==> src/hw/rtl/gksc_pkg.sv <==
// Package for the gap-keeping speed controller.
// Holds the mode codes, register indexes and fixed controller constants.
// No dependencies.
`default_nettype none

package gksc_pkg;

   // Controller mode as shown on the result channel
   typedef enum logic [2:0] {
      MODE_OFF    = 3'd0,
      MODE_CRUISE = 3'd1,
      MODE_FOLLOW = 3'd2,
      MODE_STOP   = 3'd3,
      MODE_FAULT  = 3'd4
   } mode_type;

   // Configuration register indexes
   typedef enum logic [2:0] {
      REG_EMERGENCY_GAP = 3'd0,
      REG_TARGET_GAP    = 3'd1,
      REG_GAP_TOLERANCE = 3'd2,
      REG_CLEAR_ROAD    = 3'd3,
      REG_CRUISE_DRIVE  = 3'd4,
      REG_CLOSE_DRIVE   = 3'd5,
      REG_MIN_MOVING    = 3'd6,
      REG_GAP_GAIN      = 3'd7
   } reg_index_type;

   // Fixed drive limits and fault threshold
   localparam logic [7:0] MAX_DRIVE   = 8'd255;
   localparam logic [7:0] DRIVE_STEP  = 8'd8;
   localparam logic [7:0] FAULT_COUNT = 8'd5;

   // Register reset values
   localparam logic [11:0] RST_EMERGENCY_GAP = 12'd30;
   localparam logic [11:0] RST_TARGET_GAP    = 12'd80;
   localparam logic [11:0] RST_GAP_TOLERANCE = 12'd20;
   localparam logic [11:0] RST_CLEAR_ROAD    = 12'd200;
   localparam logic [7:0]  RST_CRUISE_DRIVE  = 8'd180;
   localparam logic [7:0]  RST_CLOSE_DRIVE   = 8'd90;
   localparam logic [7:0]  RST_MIN_MOVING    = 8'd110;
   localparam logic [15:0] RST_GAP_GAIN      = 16'd256;

endpackage

`default_nettype wire

==> src/hw/rtl/gap_keeping_speed_controller_unit.sv <==
// Gap-keeping speed controller: adaptive cruise control with a slew-limited drive.
// Depends on gksc_pkg (mode codes, register indexes, drive constants).
//
// Usage:
//   req_*  : one distance reading per transfer (run request, valid flag, distance).
//   rsp_*  : one result per reading (mode, drive request, brake, echoes).
//   csr_*  : register writes (index 0..7, data); always ready, user writes only
//            when idle (the block itself does not enforce this).
// A reading is evaluated in the input register, then shown from the result register.
// Throughput: one reading per cycle unless stalled; the limit is the state
// loop through the invalid counter and the last drive value, updated once per reading.
// Stall: when rsp_ready is low the result register holds; the input register
// takes one more reading if empty, then req_ready drops until the result drains.
// Reset: clears both pipeline valid bits, the invalid counter and the last drive
// value, and loads the registers with their default values.
`default_nettype none

module gap_keeping_speed_controller_unit (
   input  wire logic        clock,
   input  wire logic        reset,
   // reading channel
   input  wire logic        req_valid,
   output logic             req_ready,
   input  wire logic        req_run_request,
   input  wire logic        req_sensor_valid,
   input  wire logic [11:0] req_distance_cm,
   // result channel
   output logic             rsp_valid,
   input  wire logic        rsp_ready,
   output logic [2:0]       rsp_mode,
   output logic [7:0]       rsp_drive_request,
   output logic             rsp_brake,
   output logic             rsp_valid_echo,
   output logic [11:0]      rsp_distance_echo,
   // register write channel
   input  wire logic        csr_valid,
   output logic             csr_ready,
   input  wire logic [2:0]  csr_index,
   input  wire logic [31:0] csr_data
);

   // Configuration registers
   logic [11:0] emergency_gap_ff;
   logic [11:0] target_gap_ff;
   logic [11:0] gap_tolerance_ff;
   logic [11:0] clear_road_ff;
   logic [7:0]  cruise_drive_ff;
   logic [7:0]  close_drive_ff;
   logic [7:0]  min_moving_ff;
   logic [15:0] gap_gain_ff;

   // Input register
   logic        in_valid_ff;
   logic        in_run_ff;
   logic        in_sensor_ff;
   logic [11:0] in_dist_ff;

   // Controller state
   logic [7:0]  inv_count_ff;
   logic [7:0]  inv_count_in;
   logic [7:0]  last_drive_ff;
   logic [7:0]  last_drive_in;

   // Result register
   logic        out_valid_ff;
   gksc_pkg::mode_type out_mode_ff;
   gksc_pkg::mode_type out_mode_in;
   logic [7:0]  out_drive_ff;
   logic [7:0]  out_drive_in;
   logic        out_brake_ff;
   logic        out_brake_in;
   logic        out_vecho_ff;
   logic [11:0] out_decho_ff;

   // Handshake control
   logic out_load;
   logic in_load;

   // Datapath
   logic               is_emergency;
   logic               in_band;
   logic               below_clear;
   logic               is_follow;
   logic [12:0]        band_top;
   logic signed [12:0] gap_err;
   logic signed [29:0] gain_prod;
   logic signed [30:0] follow_sum;
   logic               round_up;
   logic signed [22:0] follow_quot;
   logic [7:0]         low_bound;
   logic [7:0]         follow_tgt;
   logic [7:0]         drive_tgt;
   logic [7:0]         ramp_tgt;
   logic [9:0]         last_plus;
   logic [9:0]         tgt_plus;
   logic [7:0]         ramp_drive;
   logic [7:0]         inv_count_inc;

   // Pipeline flow: result drains or is empty, input moves when result can load
   assign out_load  = !out_valid_ff || rsp_ready;
   assign in_load   = !in_valid_ff || out_load;
   assign req_ready = in_load;
   assign csr_ready = 1'b1;

   // Write configuration registers
   always_ff @(posedge clock) begin
      if (reset) begin
         emergency_gap_ff <= gksc_pkg::RST_EMERGENCY_GAP;
         target_gap_ff    <= gksc_pkg::RST_TARGET_GAP;
         gap_tolerance_ff <= gksc_pkg::RST_GAP_TOLERANCE;
         clear_road_ff    <= gksc_pkg::RST_CLEAR_ROAD;
         cruise_drive_ff  <= gksc_pkg::RST_CRUISE_DRIVE;
         close_drive_ff   <= gksc_pkg::RST_CLOSE_DRIVE;
         min_moving_ff    <= gksc_pkg::RST_MIN_MOVING;
         gap_gain_ff      <= gksc_pkg::RST_GAP_GAIN;
      end else if (csr_valid && csr_ready) begin
         unique case (gksc_pkg::reg_index_type'(csr_index))
            gksc_pkg::REG_EMERGENCY_GAP: emergency_gap_ff <= csr_data[11:0];
            gksc_pkg::REG_TARGET_GAP:    target_gap_ff    <= csr_data[11:0];
            gksc_pkg::REG_GAP_TOLERANCE: gap_tolerance_ff <= csr_data[11:0];
            gksc_pkg::REG_CLEAR_ROAD:    clear_road_ff    <= csr_data[11:0];
            gksc_pkg::REG_CRUISE_DRIVE:  cruise_drive_ff  <= csr_data[7:0];
            gksc_pkg::REG_CLOSE_DRIVE:   close_drive_ff   <= csr_data[7:0];
            gksc_pkg::REG_MIN_MOVING:    min_moving_ff    <= csr_data[7:0];
            gksc_pkg::REG_GAP_GAIN:      gap_gain_ff      <= csr_data[15:0];
            default: ;
         endcase
      end
   end

   // Capture the reading on transfer
   always_ff @(posedge clock) begin
      if (reset) begin
         in_valid_ff <= 1'b0;
      end else if (in_load) begin
         in_valid_ff <= req_valid;
      end
   end

   always_ff @(posedge clock) begin
      if (in_load && req_valid) begin
         in_run_ff    <= req_run_request;
         in_sensor_ff <= req_sensor_valid;
         in_dist_ff   <= req_distance_cm;
      end
   end

   // Distance thresholds, tested in priority order
   assign band_top     = {1'b0, target_gap_ff} + {1'b0, gap_tolerance_ff};
   assign is_emergency = in_dist_ff <= emergency_gap_ff;
   assign in_band      = {1'b0, in_dist_ff} <= band_top;
   assign below_clear  = in_dist_ff < clear_road_ff;
   assign is_follow    = in_band || below_clear;
   assign low_bound    = in_band ? close_drive_ff : min_moving_ff;

   // Proportional follow target: (cruise*256 + gain*error) / 256, toward zero
   assign gap_err     = $signed({1'b0, in_dist_ff}) - $signed({1'b0, target_gap_ff});
   assign gain_prod   = 30'($signed({1'b0, gap_gain_ff})) * 30'(gap_err);
   assign follow_sum  = 31'(gain_prod) + $signed({15'd0, cruise_drive_ff, 8'd0});
   assign round_up    = follow_sum[30] && (follow_sum[7:0] != 8'd0);
   assign follow_quot = $signed(follow_sum[30:8]) + $signed({22'd0, round_up});

   // Clamp low bound first, then the cruise drive as upper bound
   always_comb begin
      if (follow_quot < $signed({15'd0, low_bound})) begin
         follow_tgt = low_bound;
      end else if (follow_quot > $signed({15'd0, cruise_drive_ff})) begin
         follow_tgt = cruise_drive_ff;
      end else begin
         follow_tgt = follow_quot[7:0];
      end
   end

   // Slew-limit the drive toward the target
   assign drive_tgt = is_follow ? follow_tgt : cruise_drive_ff;
   assign ramp_tgt  = (drive_tgt > gksc_pkg::MAX_DRIVE) ? gksc_pkg::MAX_DRIVE : drive_tgt;
   assign last_plus = {2'b00, last_drive_ff} + {2'b00, gksc_pkg::DRIVE_STEP};
   assign tgt_plus  = {2'b00, ramp_tgt} + {2'b00, gksc_pkg::DRIVE_STEP};

   always_comb begin
      if ({2'b00, ramp_tgt} > last_plus) begin
         ramp_drive = last_drive_ff + gksc_pkg::DRIVE_STEP;
      end else if (tgt_plus < {2'b00, last_drive_ff}) begin
         ramp_drive = last_drive_ff - gksc_pkg::DRIVE_STEP;
      end else begin
         ramp_drive = ramp_tgt;
      end
   end

   assign inv_count_inc = (inv_count_ff == 8'hFF) ? inv_count_ff : inv_count_ff + 8'd1;

   // Mode decision and next state
   always_comb begin
      inv_count_in  = inv_count_ff;
      last_drive_in = last_drive_ff;
      out_mode_in   = gksc_pkg::MODE_OFF;
      out_drive_in  = 8'd0;
      out_brake_in  = 1'b0;
      if (!in_run_ff) begin
         inv_count_in  = 8'd0;
         last_drive_in = 8'd0;
      end else if (!in_sensor_ff) begin
         inv_count_in  = inv_count_inc;
         last_drive_in = 8'd0;
         out_mode_in   = (inv_count_inc >= gksc_pkg::FAULT_COUNT) ?
                         gksc_pkg::MODE_FAULT : gksc_pkg::MODE_STOP;
      end else begin
         inv_count_in = 8'd0;
         if (is_emergency) begin
            out_mode_in  = gksc_pkg::MODE_STOP;
            out_brake_in = 1'b1;
         end else begin
            out_mode_in   = is_follow ? gksc_pkg::MODE_FOLLOW : gksc_pkg::MODE_CRUISE;
            last_drive_in = ramp_drive;
            out_drive_in  = ramp_drive;
         end
      end
   end

   // Advance state and result when the reading moves to the result register
   always_ff @(posedge clock) begin
      if (reset) begin
         out_valid_ff  <= 1'b0;
         inv_count_ff  <= 8'd0;
         last_drive_ff <= 8'd0;
      end else if (out_load) begin
         out_valid_ff <= in_valid_ff;
         if (in_valid_ff) begin
            inv_count_ff  <= inv_count_in;
            last_drive_ff <= last_drive_in;
         end
      end
   end

   always_ff @(posedge clock) begin
      if (out_load && in_valid_ff) begin
         out_mode_ff  <= out_mode_in;
         out_drive_ff <= out_drive_in;
         out_brake_ff <= out_brake_in;
         out_vecho_ff <= in_sensor_ff;
         out_decho_ff <= in_dist_ff;
      end
   end

   assign rsp_valid         = out_valid_ff;
   assign rsp_mode          = out_mode_ff;
   assign rsp_drive_request = out_drive_ff;
   assign rsp_brake         = out_brake_ff;
   assign rsp_valid_echo    = out_vecho_ff;
   assign rsp_distance_echo = out_decho_ff;

   // Braking never comes with a drive request
   assert property (@(posedge clock) disable iff (reset)
      (rsp_valid && rsp_brake) |-> (rsp_drive_request == 8'd0))
      else $error("brake asserted with nonzero drive");

   // An invalid reading zeroes the drive and forgets the last drive value
   assert property (@(posedge clock) disable iff (reset)
      (rsp_valid && !rsp_valid_echo) |-> (rsp_drive_request == 8'd0 && !rsp_brake))
      else $error("invalid reading produced drive or brake");

   // Off mode leaves the controller fully cleared
   assert property (@(posedge clock) disable iff (reset)
      (out_load && in_valid_ff && !in_run_ff) |=>
         (inv_count_ff == 8'd0 && last_drive_ff == 8'd0))
      else $error("state not cleared after off");

   // Drive moves by at most one step per reading
   assert property (@(posedge clock) disable iff (reset)
      (out_load && in_valid_ff && in_run_ff && in_sensor_ff && !is_emergency) |->
         ({2'b00, out_drive_in} <= last_plus && tgt_plus >= {2'b00, ramp_tgt}
          && ({2'b00, out_drive_in} + {2'b00, gksc_pkg::DRIVE_STEP})
             >= {2'b00, last_drive_ff}))
      else $error("drive slew exceeded");

   // A fault result is only shown after the invalid counter reaches the threshold
   assert property (@(posedge clock) disable iff (reset)
      (rsp_valid && rsp_mode == gksc_pkg::MODE_FAULT) |->
         (inv_count_ff >= gksc_pkg::FAULT_COUNT))
      else $error("fault without enough invalid readings");

endmodule

`default_nettype wire
==> config.mk <==
export PLATFORM = sky130hd
export DESIGN_NAME = gap_keeping_speed_controller_unit
export DESIGN_NICKNAME = d
export VERILOG_FILES = /design/src/hw/rtl/gksc_pkg.sv /design/src/hw/rtl/gap_keeping_speed_controller_unit.sv
export SDC_FILE = /design/constraint.sdc
export NUM_CORES = 1
export LEC_CHECK = 0
export ABC_AREA = 1
export BUFFER_PORTS_ARGS = -buffer_cell sky130_fd_sc_hd__buf_2
export CORE_MARGIN = 3
export CORE_UTILIZATION = 64
export DETAILED_ROUTE_END_ITERATION = 7
export GPL_TIMING_DRIVEN = 0
export PLACE_DENSITY_LB_ADDON = 0.15
export SYNTH_ARGS = -nofsm -noshare
export SYNTH_HDL_FRONTEND = slang
export SYNTH_SLANG_ARGS = --single-unit
==> constraint.sdc <==
create_clock -name clock -period 15.4 [get_ports clock]
set_input_delay 3.08 -clock clock [delete_from_list [all_inputs] [get_ports clock]]
set_output_delay 3.08 -clock clock [all_outputs]
set_load 0.05 [all_outputs]
## Word-level counts from Yosys, hierarchy flattened

Index checks and enable logic that the tools add are counted.

- Flip-flop bits (word level): 145
- Latch bits: 0
- RAM bits: 0
- Bits in read-only memories: 0
- Input port bits: 54
- Output and inout port bits: 28
- Logic and storage cells: 90
- Memories: 0

- Add/subtract/negate cells: 9
- Multiply operators: 1
- Divide/modulo/power cells: 0
- $lt $le $gt $ge: 9
- Eq/ne operators: 9
- Shifts and indexed selects: 0
- Mux-type cells: 18
- Bitwise gates (word level): 2
- Reductions and logical operators: 22

Operators by type and width:

| operator | number |
|---|---|
| 2-to-1 mux 8 bit | 13 |
| adder 30 x 17 -> 31 bit | 1 |
| multiplier 17 x 13 -> 30 bit | 1 |
| adder 23 x 2 -> 23 bit | 1 |
| > comparator 23 x 9 -> 1 bit | 1 |
| less-than comparator 23 x 9 -> 1 bit | 1 |
| AND reduction 2 bit | 10 |
| adder 8 x 4 -> 9 bit, second input constant | 2 |
| adder 12 x 12 -> 13 bit | 1 |
| <= comparator 12 x 13 -> 1 bit | 1 |
| subtractor 12 x 12 -> 13 bit | 1 |
| equality test 3 bit, second input constant | 4 |
| <= comparator 12 bit | 1 |
| less-than comparator 12 bit | 1 |
| > comparator 8 x 9 -> 1 bit | 1 |
| less-than comparator 9 x 8 -> 1 bit | 1 |
| adder 8 x 1 -> 8 bit, second input constant | 1 |
| adder 8 x 4 -> 8 bit, second input constant | 1 |
| equality test 8 bit, second input constant | 1 |
| >= comparator 8 x 3 -> 1 bit, second input constant | 1 |
| > comparator 8 bit, second input constant | 1 |
| nonzero test 8 bit | 1 |
| subtractor 8 x 4 -> 8 bit, second input constant | 1 |
| equality test 3 x 2 -> 1 bit, second input constant | 2 |
| 12 further kinds | 20 |

## Longest topological paths before layout

- Depth in word-level cells: 19
- Gate-level depth with buffers: 79
- Gate-level depth less buffers: 78

## Worst setup path before layout

OpenSTA, ideal clock, no wires.

- Path type: register to register
- Start point: reg in_dist_ff[0]
- End point: reg out_drive_ff[3] (netlist: rsp_drive_request[3]), data pin
- Setup time: 0.255 ns
- Data arrival time: 11.707 ns
- Required time: 15.145 ns
- Slack: 3.437 ns
- Stages on the path, launching flop included: 70
- Path buffers: 1
- Period minus slack after synthesis: 11.963 ns
- Path through: edfxtp_1 inv_1 ha_1 fa_1 o21ai_0 nand2_1 nand2_1 a21oi_1 or2_2 nand2_1 a21oi_1 or2_2 nand2_1 a21oi_1 or2_2 nand2_1 a21oi_1 inv_1 [... 34 more ...] nand2_4 inv_4 nand2_1 o211ai_1 nand2_1 inv_2 ha_1 xnor2_1 inv_1 ha_1 nand2_1 nor2_1 a211o_1 a21oi_1 nand2_4 nand2_4 nand2_1 and3_1

- Word-level cells in the longest chain between the ends: 16
- Elaborated cells on any way between the ends: 24
- Classes of those cells: add/sub: 4; mul: 1; order compare: 8; mux: 7; reduce/logical: 4

RTL lines:

| item | line | RTL |
|---|---|---|
| from (decl) | gap_keeping_speed_controller_unit.sv:56 | `logic [11:0] in_dist_ff;` |
| from (signal assigned) | gap_keeping_speed_controller_unit.sv:144 | `in_dist_ff <= req_distance_cm;` |
| subtractor 12 x 12 -> 13 bit | gap_keeping_speed_controller_unit.sv:157 | `assign gap_err = $signed({1'b0, in_dist_ff}) - $signed({1'b0, target_gap_ff});` |
| multiplier 17 x 13 -> 30 bit | gap_keeping_speed_controller_unit.sv:158 | `assign gain_prod = 30'($signed({1'b0, gap_gain_ff})) * 30'(gap_err);` |
| adder 30 x 17 -> 31 bit | gap_keeping_speed_controller_unit.sv:159 | `assign follow_sum = 31'(gain_prod) + $signed({15'd0, cruise_drive_ff, 8'd0});` |
| nonzero test 8 bit | gap_keeping_speed_controller_unit.sv:160 | `assign round_up = follow_sum[30] && (follow_sum[7:0] != 8'd0);` |
| logical AND 1 bit | gap_keeping_speed_controller_unit.sv:160 |  |
| adder 23 x 2 -> 23 bit | gap_keeping_speed_controller_unit.sv:161 | `assign follow_quot = $signed(follow_sum[30:8]) + $signed({22'd0, round_up});` |
| > comparator 23 x 9 -> 1 bit | gap_keeping_speed_controller_unit.sv:167 | `end else if (follow_quot > $signed({15'd0, cruise_drive_ff})) begin` |
| 2-to-1 mux 8 bit | gap_keeping_speed_controller_unit.sv:167 |  |
| 2-to-1 mux 8 bit | gap_keeping_speed_controller_unit.sv:165 | `if (follow_quot < $signed({15'd0, low_bound})) begin` |
| 2-to-1 mux 8 bit | gap_keeping_speed_controller_unit.sv:175 | `assign drive_tgt = is_follow ? follow_tgt : cruise_drive_ff;` |
| > comparator 8 bit | gap_keeping_speed_controller_unit.sv:176 | `assign ramp_tgt = (drive_tgt > gksc_pkg::MAX_DRIVE) ? gksc_pkg::MAX_DRIVE : drive_tgt;` |
| 2-to-1 mux 8 bit | gap_keeping_speed_controller_unit.sv:176 |  |
| adder 8 x 4 -> 9 bit | gap_keeping_speed_controller_unit.sv:178 | `assign tgt_plus = {2'b00, ramp_tgt} + {2'b00, gksc_pkg::DRIVE_STEP};` |
| less-than comparator 9 x 8 -> 1 bit | gap_keeping_speed_controller_unit.sv:183 | `end else if (tgt_plus < {2'b00, last_drive_ff}) begin` |
| 2-to-1 mux 8 bit | gap_keeping_speed_controller_unit.sv:183 |  |
| 2-to-1 mux 8 bit | gap_keeping_speed_controller_unit.sv:181 | `if ({2'b00, ramp_tgt} > last_plus) begin` |
| to (signal assigned) | gap_keeping_speed_controller_unit.sv:238 | `out_drive_ff <= out_drive_in;` |
| to (decl) | gap_keeping_speed_controller_unit.sv:68 | `logic [7:0] out_drive_ff;` |

Several ways; a longest one is shown, not always the timed one.
A chain may end at the register's enable or synchronous reset.

## Worst setup path in the final report

- Start point: reg in_dist_ff[0]
- End point: reg out_drive_ff[5] (netlist: rsp_drive_request[5]), data pin

The elaborated chain is that of the path after synthesis.

==> key figures <==
Run status
  – Status: finished clean

Cells and area
  – # nets final: 2833
  – Share of cells above drive strength 1: between 7 and 8%
  – Ant diodes: 0
  – Area Growth Syn to Fin: 7.90%

Yosys
  – Synth Flop Type: dfxtp_1
  – Mapped Area: 0.0171 sq mm
  – Most common cell in the synthesized netlist: nand2_1
  – Mapped Avg Cell Area: around 7.3 sq um
  – Synth async-reset ratio: 0%
  – #FFs+latches synth: roughly 150
  – Yosys top cell by area: fa_1
  – Largest cells by area after synthesis: fa_1 19%, ha_1 15%, nand2_1 12%
  – Post-Syn Instances: roughly 2300
  – Sequential area share after synthesis: around 19%
  – Commonest cells post-synth: 568 x nand2_1, 455 x inv_1, 209 x nor2_1
  – Synth top area share: between 10% and 20%
  – EDFF count, synth: 39
  – Synthesized netlist net count: approximately 2800
  – Yosys warns: 0
  – Yosys cell types: 50

GRT
  – First-pass GRT wire length: ~75000 microns
  – Initial antenna violation count: 0
  – Vias in the first global route: 15000
  – All-Layer GR Usage: approximately a third
  – Total grt overflow: 0
  – Pin count of the biggest net entering global routing: 35

Pwr
  – P per Cell Area: about 160 mW/mm^2
  – Tot Pwr: 2.87 mW
  – Lkg Pwr: 9.66 nW
  – Peak supply drop: 0.135 mV

CTS
  – Post-CTS Setup Bufs: 0
  – Clk buf depth: 2
  – Worst-path clk slew: ~70 ps
  – Root Driver: clkbuf_16
  – Clk sinks: 145
  – Number of CTS-inserted buffers: 17
  – CTS tree: done
  – Latest clock arrival within the worst-skew pair: 430 ps
  – # hold bufs at CTS: 0
  – Htree depth: 4
  – Post-CTS sizing: 0

Setup path
  – RR Startpoint: in_dist_ff[0]
  – Crit-path max FO: 10
  – R2r setup slk: between 1000 and 1500 ps
  – Worst endpoint required time: between 15000 and 20000 ps
  – WP data arrival: about 14000 ps
  – Startpoint Class: flop
  – Crit Path Category: flop to flop
  – Crit path launch: in_dist_ff[0]
  – Critical-path top delay cell: fa_1
  – Slowest stage delay, CP: roughly 600 ps
  – Critical path capture point type: flop

Die
  – Core area: approximately 0.026 sq mm
  – Die ar.: 0.0287 sq mm
  – Rows: 59
  – IO Pins: 82
  – Die width: 170 microns
  – Initial Utilization: between 60% and 70%
  – Die height: between 150 and 200 microns

Route
  – Routed length per instance: between 15 and 20 microns
  – Post-route antenna net violation count: 0
  – 1st-iter DRT viols: 1309
  – Post-Route WL: approximately 46000 microns
  – Drt via density: 5.56
  – Drt pass-1 iters: 6
  – DRC: 0
  – DR vias: between 15000 and 20000

Place
  – Port buffer count: 64
  – HPWL after DPL: between 30000 and 40000 microns
  – RePlAce Congestion: about 0.97

STA
  – Worst Skew: 13.2 ps
  – Slew margin rel.: between 20 and 30%
  – Unrepaired setup endpoints after global routing: false
  – Final count of negative-setup-slack endpoints: 0
  – Tcrit/Tclk final: 92.2%
  – Slew Viols, Final: 0
  – Tmin final: roughly 14000 ps
  – Slew @ Worst Pin: between 1000 and 1500 ps
  – Setup TNS Final: 0 ps
  – Fmax: approximately 70 MHz
  – Final Hold Vio Count: 0

Run
  – Max Cap Viol: 0

Hold path
  – HP Start: close_drive_ff[4]
  – HP Class: flop to flop
-- cells in the final DEF, fill, tap and decap left out, types with 7 or more instances in the layout --
cell type    n
dfxtp_1    106
xor2_1      20
xnor2_1     13
nand4_1     25
nand3_2      8
nor3_1      11
o211ai_1    17
nand2_2     22
nand2_4      8
inv_1      455
buf_2       66
mux2i_1      7
inv_2       15
clkbuf_1    45
o21ai_0     87
nor2_4       8
or2_2       10
nand3_1     90
a21oi_1    133
nor2_2      10
nand2_1    568
fa_1       164
clkinv_1    12
nor2_1     209
clkbuf_16   18
edfxtp_1    39
ha_1       199
-- power breakdown --
| part | switching [mW] | internal, mW |
|---|---|---|
| Sequential | 0.0116 | 0.407 |
| Combinational | 1.36 | 0.661 |
| Clock | 0.195 | 0.242 |
-- area by class of cell --
| cell class | instances | area (sq um) |
|---|---|---|
| Multi-Input combinational cell | 1657 | 11800 |
| Fill cell | 2191 | 7740 |
| Sequential cell | 145 | 3290 |
| Inverter | 483 | 1820 |
| Clock buffer | 18 | 450 |
| Tap cell | 335 | 419 |
| Timing Repair Buffer | 64 | 320 |
| Buffer | 48 | 186 |
| Clock inverter | 14 | 163 |
-- cell families (layout without fill, tap and decap cells) --
family	count (synthesis)	in the layout	share of synthesized area [%]
simple gates	991	991	24.9
fa+ha+maj	363	363	33.7
other cells	1	1	0.0219
flops	145	145	19.2
compound gates	262	262	8.28
mux	7	7	0.409
buf+inv	531	627	11.7
xor+xnor	33	33	1.69
-- per-layer routing --
| metal | routed length, microns | part of all wire (%) | track usage [%] | vias to the layer above |
|---|---|---|---|---|
| li1 | - | - | - | 7427 |
| met1 | 20000 | 43 | 45.3 | 7205 |
| met2 | 20900 | 45 | 53.1 | 601 |
| met3 | 3550 | 7.7 | 4.78 | 123 |
| met4 | 1760 | 3.8 | 11.7 | 0 |
| met5 | 0 | 0 | 0 | - |
-- final timing paths --
path,end,cells after the start
min,close_drive_ff[4],2
max reg2reg,rsp_drive_request[5],67
max,rsp_drive_request[5],67
min reg2reg,close_drive_ff[4],2
-- flip-flops by register name, summed over array words and instances (netlist names), 12 cells and up --
| register | count |
|---|---|
| in_dist_ff | 12 |
| gap_gain_ff | 16 |
| clear_road_ff | 12 |
| target_gap_ff | 12 |
| gap_tolerance_ff | 12 |
| emergency_gap_ff | 12 |
| rsp_distance_echo | 12 |
-- critical path: cells and delay by family (launching register included) --
kind,cells,cell delay (ps)
compound gates,18,2880
fa+ha+maj,13,5170
buf+inv,9,1630
xor+xnor,2,500
flops,1,360
simple gates,25,3380
-- per-stage QoR --
stage / setup WS [ps] / cells / cell area, sq um / hold WS [ps] / util [%]
floorplan: 3440 / 2333 / 17100 / 426 / -
global placement: 1610 / 2732 / 17900 / 438 / 68.1
detailed placement: 1380 / 2732 / 17900 / 443 / 68.1
CTS: 1310 / 2764 / 18500 / 454 / 70.5
global route: 80.9 / 2764 / 18500 / 474 / 70.5
finish: 1190 / 2764 / 18500 / 456 / 70.5
Power figures use the tool's default switching activity.
